==> src/sdfsc_pkg.sv <==
// Types and codes shared by the smooth SDF combine block.
package sdfsc_pkg;

    typedef enum logic [1:0] {
        CMD_UNION = 2'd0,
        CMD_SUB   = 2'd1,
        CMD_INT   = 2'd2
    } cmd_t;

    typedef enum logic [1:0] {
        FC_DIV  = 2'd0,
        FC_ZERO = 2'd1,
        FC_ONE  = 2'd2
    } fcls_t;

    localparam int QBITS = 32;

    typedef struct packed {
        logic [1:0]         cmd;
        logic signed [33:0] xv;
        logic signed [33:0] yv;
        logic signed [33:0] m;
        logic [3:0][7:0]    ca;
        logic [3:0][7:0]    cb;
        logic signed [32:0] sa;
        logic signed [32:0] na;
        logic               zsum;
        fcls_t              fcls;
        logic signed [33:0] nf;
        logic [32:0]        sf;
        logic [30:0]        k;
        logic [32:0]        k4;
        logic signed [34:0] dxy;
        logic [33:0]        diff;
        logic [32:0]        h;
        logic [33:0]        p00;
        logic [32:0]        p01;
        logic [31:0]        p11;
        logic               hz;
        logic [65:0]        prod;
        logic [34:0]        rem;
        logic [31:0]        q;
        logic [32:0]        remf;
    } item_t;

endpackage

==> src/sdfsc_div_step.sv <==
// One registered restoring-division step for the smoothing term and, in steps below FRAC_BITS, the blend fraction.
module sdfsc_div_step #(
    parameter int STEP      = 0,
    parameter int FRAC_BITS = 16
) (
    input  logic                  aclk,
    input  logic                  aresetn,
    input  logic                  en,
    input  logic                  vld_in,
    input  sdfsc_pkg::item_t      it_in,
    input  logic [FRAC_BITS-1:0]  fq_in,
    output logic                  vld_out,
    output sdfsc_pkg::item_t      it_out,
    output logic [FRAC_BITS-1:0]  fq_out
);

    logic                 vld_reg;
    sdfsc_pkg::item_t     it_reg, it_next;
    logic [FRAC_BITS-1:0] fq_reg, fq_next;
    logic [35:0]          t;
    logic [35:0]          dv;
    logic [33:0]          tf;

    always_comb begin
        it_next = it_in;
        fq_next = fq_in;
        dv = {1'b0, it_in.k4, 2'b00};
        t  = {it_in.rem, it_in.prod[sdfsc_pkg::QBITS-1-STEP]};
        if (t >= dv) begin
            it_next.rem = 35'(t - dv);
            it_next.q   = {it_in.q[30:0], 1'b1};
        end else begin
            it_next.rem = t[34:0];
            it_next.q   = {it_in.q[30:0], 1'b0};
        end
        tf = {it_in.remf, 1'b0};
        if (STEP < FRAC_BITS) begin
            if (tf >= {1'b0, it_in.sf}) begin
                it_next.remf = 33'(tf - {1'b0, it_in.sf});
                fq_next      = {fq_in[FRAC_BITS-2:0], 1'b1};
            end else begin
                it_next.remf = tf[32:0];
                fq_next      = {fq_in[FRAC_BITS-2:0], 1'b0};
            end
        end
    end

    always_ff @(posedge aclk) begin
        if (!aresetn) begin
            vld_reg <= 1'b0;
        end else if (en) begin
            vld_reg <= vld_in;
        end
    end

    always_ff @(posedge aclk) begin
        if (en) begin
            it_reg <= it_next;
            fq_reg <= fq_next;
        end
    end

    assign vld_out = vld_reg;
    assign it_out  = it_reg;
    assign fq_out  = fq_reg;

endmodule

==> config.mk <==
export PLATFORM = sky130hd
export DESIGN_NAME = sdfsc_div_step
export DESIGN_NICKNAME = d
export VERILOG_FILES = /design/src/sdfsc_pkg.sv /design/src/sdfsc_div_step.sv
export SDC_FILE = /design/constraint.sdc
export NUM_CORES = 1
export LEC_CHECK = 0
export ABC_CLOCK_PERIOD_IN_PS = 3900
export BUFFER_PORTS_ARGS = -buffer_cell sky130_fd_sc_hd__buf_4
export CAP_MARGIN = 20
export CORE_AREA = 2 2 586 588
export CTS_CLUSTER_SIZE = 24
export DETAILED_ROUTE_END_ITERATION = 12
export DIE_AREA = 0 0 588 590
export PLACE_DENSITY = 0.3
export SLEW_MARGIN = 20
export SYNTH_ARGS = -nofsm -noshare
export SYNTH_HDL_FRONTEND = slang
export SYNTH_SLANG_ARGS = --single-unit
==> constraint.sdc <==
create_clock -name aclk -period 3.9 [get_ports aclk]
set_input_delay 0.585 -clock aclk [delete_from_list [all_inputs] [get_ports aclk]]
set_output_delay 0.585 -clock aclk [all_outputs]
set_load 0.01 [all_outputs]
Word level (Yosys, flattened, before mapping)
Index checks and enable logic that the tools add are counted.
- $add $sub $neg: 2
- $lt $le $gt $ge: 2
- muxes and demuxes: 3
- operators with widths (kind ; count):
    2-to-1 mux 67 bit ; 1
    greater-or-equal comparator 36 x 35 -> 1 bit ; 1
    subtractor 35 bit ; 1
    greater-or-equal comparator 34 x 33 -> 1 bit ; 1
    2-to-1 mux 33 bit ; 1
    subtractor 33 bit ; 1
    2-to-1 mux 1 bit ; 1
- register bits: 753
- input port bits: 756
- output and inout bits: 753
- word-level logic and storage cells: 41

Depth between registers and ports, before layout
Gate-level depths: netlist of run 1.
- depth in word-level cells: 2
- depth in mapped cells: 14
- mapped depth without buffers: 13

Worst setup path after synthesis of run 1
Ideal clock, no wire load.
- path type: input -> register
- start: input it_in[66] in the netlist's numbering
- end: register it_reg (netlist bit it_out[68]) (data pin)
- cell stages on the path: 12
- arrival time: 3101 ps
- buffers on the path: 1
- setup slack: 539 ps
- setup time: 260 ps
- data required time: 3640 ps
- cell sequence: inv_1 -> ha_1 -> inv_1 -> fa_1 -> a211oi_1 -> o21bai_1 -> a211o_1 -> a21oi_2 -> a311oi_1 -> nor4_4 -> buf_2 -> mux2_2
- RTL lines (element ; RTL line ; source):
    start, declared ; sdfsc_div_step.sv:10 ; input sdfsc_pkg::item_t it_in,
    end signal, assigned ; sdfsc_div_step.sv:58 ; it_reg <= it_next;
    end, declared ; sdfsc_div_step.sv:18 ; sdfsc_pkg::item_t it_reg, it_next;

==> results of run 1 <==
-- worst register-to-register path, cell delays in order (launching register included) --
cell           delay, ns
dfxtp_1             0.31
mux2i_1             0.13
nor2b_1             0.06
dlygate4sd3_1       0.55
-- cells in the final DEF (no fill, tap or decap), types with 6 or more instances in the layout --
| master | count |
|---|---|
| clkbuf_1 | 13 |
| nor2_1 | 55 |
| clkinvlp_4 | 6 |
| a21o_1 | 20 |
| clkinv_1 | 19 |
| o21ai_0 | 57 |
| xnor2_1 | 34 |
| a21oi_1 | 82 |
| xor2_1 | 20 |
| nand3_1 | 15 |
| mux2_4 | 7 |
| clkbuf_16 | 115 |
| dlygate4sd3_1 | 700 |
| nor2b_1 | 7 |
| nor3_1 | 9 |
| buf_12 | 14 |
| nand4_1 | 13 |
| bufinv_16 | 14 |
| ha_1 | 66 |
| o21ai_1 | 8 |
| edfxtp_1 | 751 |
| a211oi_1 | 9 |
| o21bai_1 | 10 |
| inv_1 | 85 |
| nand2b_1 | 11 |
| nand2_1 | 66 |
| buf_4 | 1549 |
| o31ai_1 | 6 |
| clkinv_2 | 28 |
| diode_2 | 35 |
-- cell type report --
cell class	instances	area, sq um	share of cell area, %
inverters	86	323	0.585
repair buffers	2264	18900	34.3
well taps	4557	5700	10.3
clock buffers	128	2930	5.30
clock inverters	78	827	1.50
flip-flops and latches	752	22600	40.9
multi-input cells	562	3850	6.98
diodes	35	87.6	0.159
-- flip-flops by register name, indices dropped and copies added (netlist names) --
register,cells
fq_out,16
it_out,735
vld_out,1
-- layer usage --
layer | vias to the layer above | wire length [microns] | global-route usage (%)
li1 | 10300 | - | -
met1 | 11700 | 97500 | 15.8
met2 | 1390 | 116000 | 22.7
met3 | 332 | 27200 | 6.45
met4 | 24 | 6380 | 3.27
met5 | - | 156 | 0
-- synthesized netlist by cell type, types with 4 or more instances --
cell      number
clkbuf_1      17
a21boi_0       4
nor2_1        55
edfxtp_1     751
a21o_1        20
a21oi_1       82
ha_1          66
o31ai_1        6
a211oi_1       9
nand3_1       15
nor2b_1        7
nand2_1       66
o21bai_1      10
nand2b_1      11
o21ai_1        8
nor3_1         9
inv_1         85
o21ai_0       57
o21a_1         5
xnor2_1       34
mux2_4         7
a211o_1        4
mux2_2         4
xor2_1        20
nand4_1       13
-- worst min path at each step --
stage | startpoint | end | slack, ns
detailed placement | vld_out | vld_out | 0.51
finish | it_in[90] | it_out[91] | 0.09
floorplan | vld_out | vld_out | 0.54
global placement | vld_out | vld_out | 0.52
CTS | it_in[3] | it_out[4] | 0.001
global route | it_in[6] | it_out[7] | 0.04
-- where the power goes --
| part | internal, W | switching [W] | total (W) |
|---|---|---|---|
| Sequential | 0.00972 | 0.000364 | 0.0101 |
| Clock | 0.00630 | 0.00441 | 0.0107 |
| Combinational | 0.00213 | 0.00258 | 0.00471 |
| Total | 0.0182 | 0.00735 | 0.0255 |
-- kinds of logic after synthesis --
logic type,after synthesis
AO/OA/AOI/OAI,236
XOR/XNOR,54
adder cells (fa/ha/maj),68
buffers and inverters,110
flip-flops,752
multiplexers,12
AND/OR/NAND/NOR,192
-- per-stage QoR --
step                utilization [%]  cells  hold slack, ns  setup WS (ns)  area, sq um
floorplan                         -   1424           0.538          0.539        26900
detailed placement             13.0   7521           0.514          0.117        44400
finish                         16.2   8462          0.0912          0.373        55200
global placement               13.0   7521           0.521         0.0866        44400
CTS                            16.2   8427         0.00127          0.438        55100
global route                   16.2   8440          0.0448          0.280        55200
==> impl_metrics.ini, run 1 <==
[worst_setup_path]
crit_path_max_fanout = 4
required_ns = 4.43
cp_common_cell = buf_4
startpoint_type = input port
cp-startpoint = it_in[4]
cp-endpoint = it_out[27]
slowest_stage = o41ai_1
path_cells = dlygate4sd3_1, buf_4, ha_1, buf_4, o21a_1, o21ai_0, a211o_1, nand3_1, a32oi_1, o41ai_1, buf_4, o31ai_1, xor2_1, a21oi_1
cp.buffers_inverters = 4
rrSetupSlack_ns = 2.75
r2r_cells = 3
worst_ep_arrival_time_ns = 4.06
reg2reg_to = vld_out
critPathMaxStageDelay_ns = 0.63
r2r_start = vld_out
cp_top_family = compound AO/OA/AOI/OAI gates
critPathKind = input port to register
cp_num_cells = 14
end_kind = register

[finish]
nNetsFinal = 4604
area_delta_synth_final_pct = 106
fillers = 38000
drive_gt1_share_pct = 45.4

[yosys]
netlist-cell-type-count = 62
synth_top_family_by_area = compound AO/OA/AOI/OAI gates
ys_ff_latch = 752
synth_top_area_share_pct = 84.0
syn_inst = 1424
synthAdderAreaFrac_pct = 3.22
synth_largest_area_cell = edfxtp_1
synth-simple-area-share_pct = 3.34
synth.area.mux_share_pct = 0.596
ys_warn_count = 0
seq_area_frac_synth_pct = 84.0
syn_area_per_cell_sq_um = 18.9
synthesis.nets = 2248
synth_edf_count = 751
synth_area_leaders = edfxtp_1, ha_1, a21oi_1
synth-xor-area-share_pct = 1.76
ys.flop_type = edfxtp_1
synthesis.area_sq_um = 26900
async_reset_ff_share_pct = 0
synth_compound_area_share_pct = 5.40

[floorplan]
design.core.area_sq_um = 341000
die_height_microns = 590
ios = 1509
floorplan.initialDensity_pct = 7.87
placementRows = 215
design.die.area_sq_um = 347000
die_x_microns = 588

[place]
port_buffers = 1506
gp_congestion = 0.972
dpl.hpwl_microns = 214000

[route]
first_pass_iters = 5
drt_iter0_markers = 1588
drc = 0
totalWireLength_microns = 247000
avgViaCountPerCell = 2.81
antenna_left = 0
vias = 23700
routedWlPerCell_microns = 29.2

[run]
drv_cap = 0

[timing]
fin_setup_tns_ns = 0
rsz0062_at_grt = no
finalClockSkew_ns = 0
worst-slew-pin-transition_ns = 0.951
finalCritPeriodShare_pct = 90.4
setup_viol = 0
hold_viol = 0
fmax_ghz = 0.284
relSlewSlack_pct = 36.6
period_minus_slack_ns = 3.53
slew_violations = 0

[clock_tree]
root_buffer = clkbuf_16
cts_tree = yes
htree_levels = 3
cts_buffers = 114
cts_hold_buf = 700
post_cts_resized = 0
cts.clk_slew.worst_paths_ns = 0.05
clock_latency_ns = 0.81
post_cts_buffers = 0
clock_path_buffers = 4
cts_sinks = 752

[hold_path]
hold_path.class = input port to register
whs_path_depth = 3

[grt]
grt_pass1_vias = 24700
grt_max_degree = 79
track_usage_pct = 13.7
antenna_found_initial = 139
gr-total-overflow = 0
grt_pass1_wl_microns = 301000

[pwr]
vdd_drop_max_mv = 0.365
finalPower_w = 0.0255
p_leak_nw = 21.8
power.density_nw_per_um2 = 462

[outcome]
outcome = completed
Note: power is estimated with default switching activity, not from simulation.
==> run 2: changes to the inputs <==
BUFFER_PORTS_ARGS = unset   (was -buffer_cell sky130_fd_sc_hd__buf_4)
CORE_AREA = 2 2 582 584   (was 2 2 586 588)
DIE_AREA = 0 0 584 586   (was 0 0 588 590)
DONT_BUFFER_PORTS = 1   (was unset)
HOLD_SLACK_MARGIN = 0.06   (was unset)
==> run 2 against run 1 <==
- register-to-register slack got worse by 0.07 ns
- setup slack improved by 0.089 ns
- total power is 6.3% lower
- global-route usage hardly changed
- routed wire length shrank 0.89%
- maximum frequency increased by 2.6%
- sequential cell count stayed put
- non-clock buffer count is 1480 lower
- core utilization decreased by 3.1 points
- final cell count decreased by 19%
- sequential share of layout area is 10 points higher
==> impl_metrics.ini, run 2 (synthesis results as in run 1) <==
[worst_setup_path]
end_kind = register
startpoint_type = input port
slowest_stage = dlygate4sd3_1
cp_num_cells = 11
critPathMaxStageDelay_ns = 0.68
cp-startpoint = it_in[432]
r2r_cells = 3
cp.buffers_inverters = 2
path_cells = dlygate4sd3_1, fa_1, nand2b_1, a21oi_1, o41a_1, a211o_1, and2_4, a211oi_2, o211ai_4, buf_12, mux2_4
crit_path_max_fanout = 30
worst_ep_arrival_time_ns = 4.01
critPathKind = input port to register
required_ns = 4.48
reg2reg_to = vld_out
r2r_start = vld_out
rrSetupSlack_ns = 2.68
cp_top_family = compound AO/OA/AOI/OAI gates
cp-endpoint = it_out[5]

[place]
dpl.hpwl_microns = 199000
gp_congestion = 0.968
port_buffers = 0
dp_slack_ns = 0.283

[pwr]
vdd_drop_max_mv = 0.371
p_sw_share_pct = 29.4
power.density_nw_per_um2 = 542
pwr-share-clk_pct = 44.8
seqPwrFrac_pct = 47.1
p_leak_nw = 14.6
p_int_w = 0.0169
combPwrFrac_pct = 8.1
p_sw_w = 0.00701

[timing]
fin_setup_tns_ns = 0
layout_setup_ws_ns = 0.462
rsz0062_at_grt = no
setup_viol = 0
period_minus_slack_ns = 3.44
fmax_ghz = 0.291
finalCritPeriodShare_pct = 88.2
slew_violations = 0
hold_viol = 0
hold_ws_ns = 0.201
relSlewSlack_pct = 16.0
worst-slew-pin-transition_ns = 1.26
finalClockSkew_ns = 0

[outcome]
outcome = completed

[route]
drt_iter0_markers = 1416
antenna_left = 0
first_pass_iters = 5
vias = 18500
drc = 0
totalWireLength_microns = 245000
routedWlPerCell_microns = 35.6
avgViaCountPerCell = 2.70

[grt]
grt_pass1_vias = 18500
antenna_found_initial = 224
gr-total-overflow = 0
grt_max_degree = 644
grt_pass1_wl_microns = 285000
track_usage_pct = 13.7

[clock_tree]
cts.clk_slew.worst_paths_ns = 0.06
post_cts_resized = 0
cts_sinks = 752
cts_buffers = 111
htree_levels = 3
clock_latency_ns = 0.79
clock_path_buffers = 4
cts_tree = yes
root_buffer = clkbuf_16

[floorplan]
die_x_microns = 584
die_height_microns = 586
placementRows = 213
ios = 1509
design.core.area_sq_um = 336000
design.die.area_sq_um = 342000
floorplan.initialDensity_pct = 8.00

[finish]
layout_common_cells = edfxtp_1, dlygate4sd3_1, clkbuf_16, inv_1, a21oi_1
drive_gt1_share_pct = 9.51
area_delta_synth_final_pct = 64.2
nNetsFinal = 3121
largest_reg_flops = 735

[run]
drv_cap = 0

[hold_path]
hold_path.class = input port to register
run 2: cell types whose count changed in the layout (fill, tap and decap cells not counted), sizes merged:
cell         before  now
buf            1564   33
clkinvlp          6   21
clkbuf          128  125
dlygate4sd3     700  751
inv              90  100
clkinv           54   28
diode            35   78
run 2: area by class of cell:
cell class              instances  area (sq um)
repair buffers                784          7920
multi-input cells             562          3850
flip-flops and latches        752         22600
diodes                         78           195
well taps                    4407          5510
clock buffers                 125          2850
fillers                     37400        292000
clock inverters                77           875
inverters                      86           323
run 2: through the flow:
step / total power (W) / instances / instance area (sq um) / util [%]
after floorplan: 0.0110 / 1424 / 26900 / -
after global placement: 0.0124 / 5834 / 32500 / 9.68
after detailed placement: 0.0124 / 5834 / 32500 / 9.68
after CTS: 0.0244 / 6788 / 43800 / 13.0
after global routing: 0.0250 / 6838 / 44000 / 13.1
final: 0.0239 / 6871 / 44100 / 13.1
run 2: repair_timing:
action | 4_1_cts | 5_1_grt
hold buffers | 752 | 1
hold endpoints to repair | 860 | 77
setup buffers | 0 | 0
run 2: power groups by stage:
stage	clock, W	combinational, W	sequential (W)
CTS	0.0113	0.00182	0.0114
global placement	0	0.000889	0.0115
floorplan	0	0.000613	0.0104
global route	0.0115	0.00210	0.0114
detailed placement	0	0.000882	0.0115
finish	0.0107	0.00193	0.0112
run 2: per-layer routing:
metal | part of all wire, % | global-route usage, % | up-vias
li1 | - | - | 7343
met1 | 37 | 15.1 | 9248
met2 | 46 | 22.5 | 1494
met3 | 13 | 7.54 | 417
met4 | 3.2 | 3.55 | 32
met5 | 0.18 | 0.476 | -
run 2: how the worst min path moves through the flow:
| stage | from | end | slack [ns] | cells past startpoint |
|---|---|---|---|---|
| global route | it_in[31] | it_out[32] | 0.14 | 2 |
| CTS | it_in[98] | it_out[99] | 0.09 | 3 |
| global placement | vld_out | vld_out | 0.57 | 2 |
| floorplan | vld_out | vld_out | 0.54 | 2 |
| detailed placement | vld_out | vld_out | 0.58 | 2 |
| finish | en | it_out[202] | 0.20 | 1 |
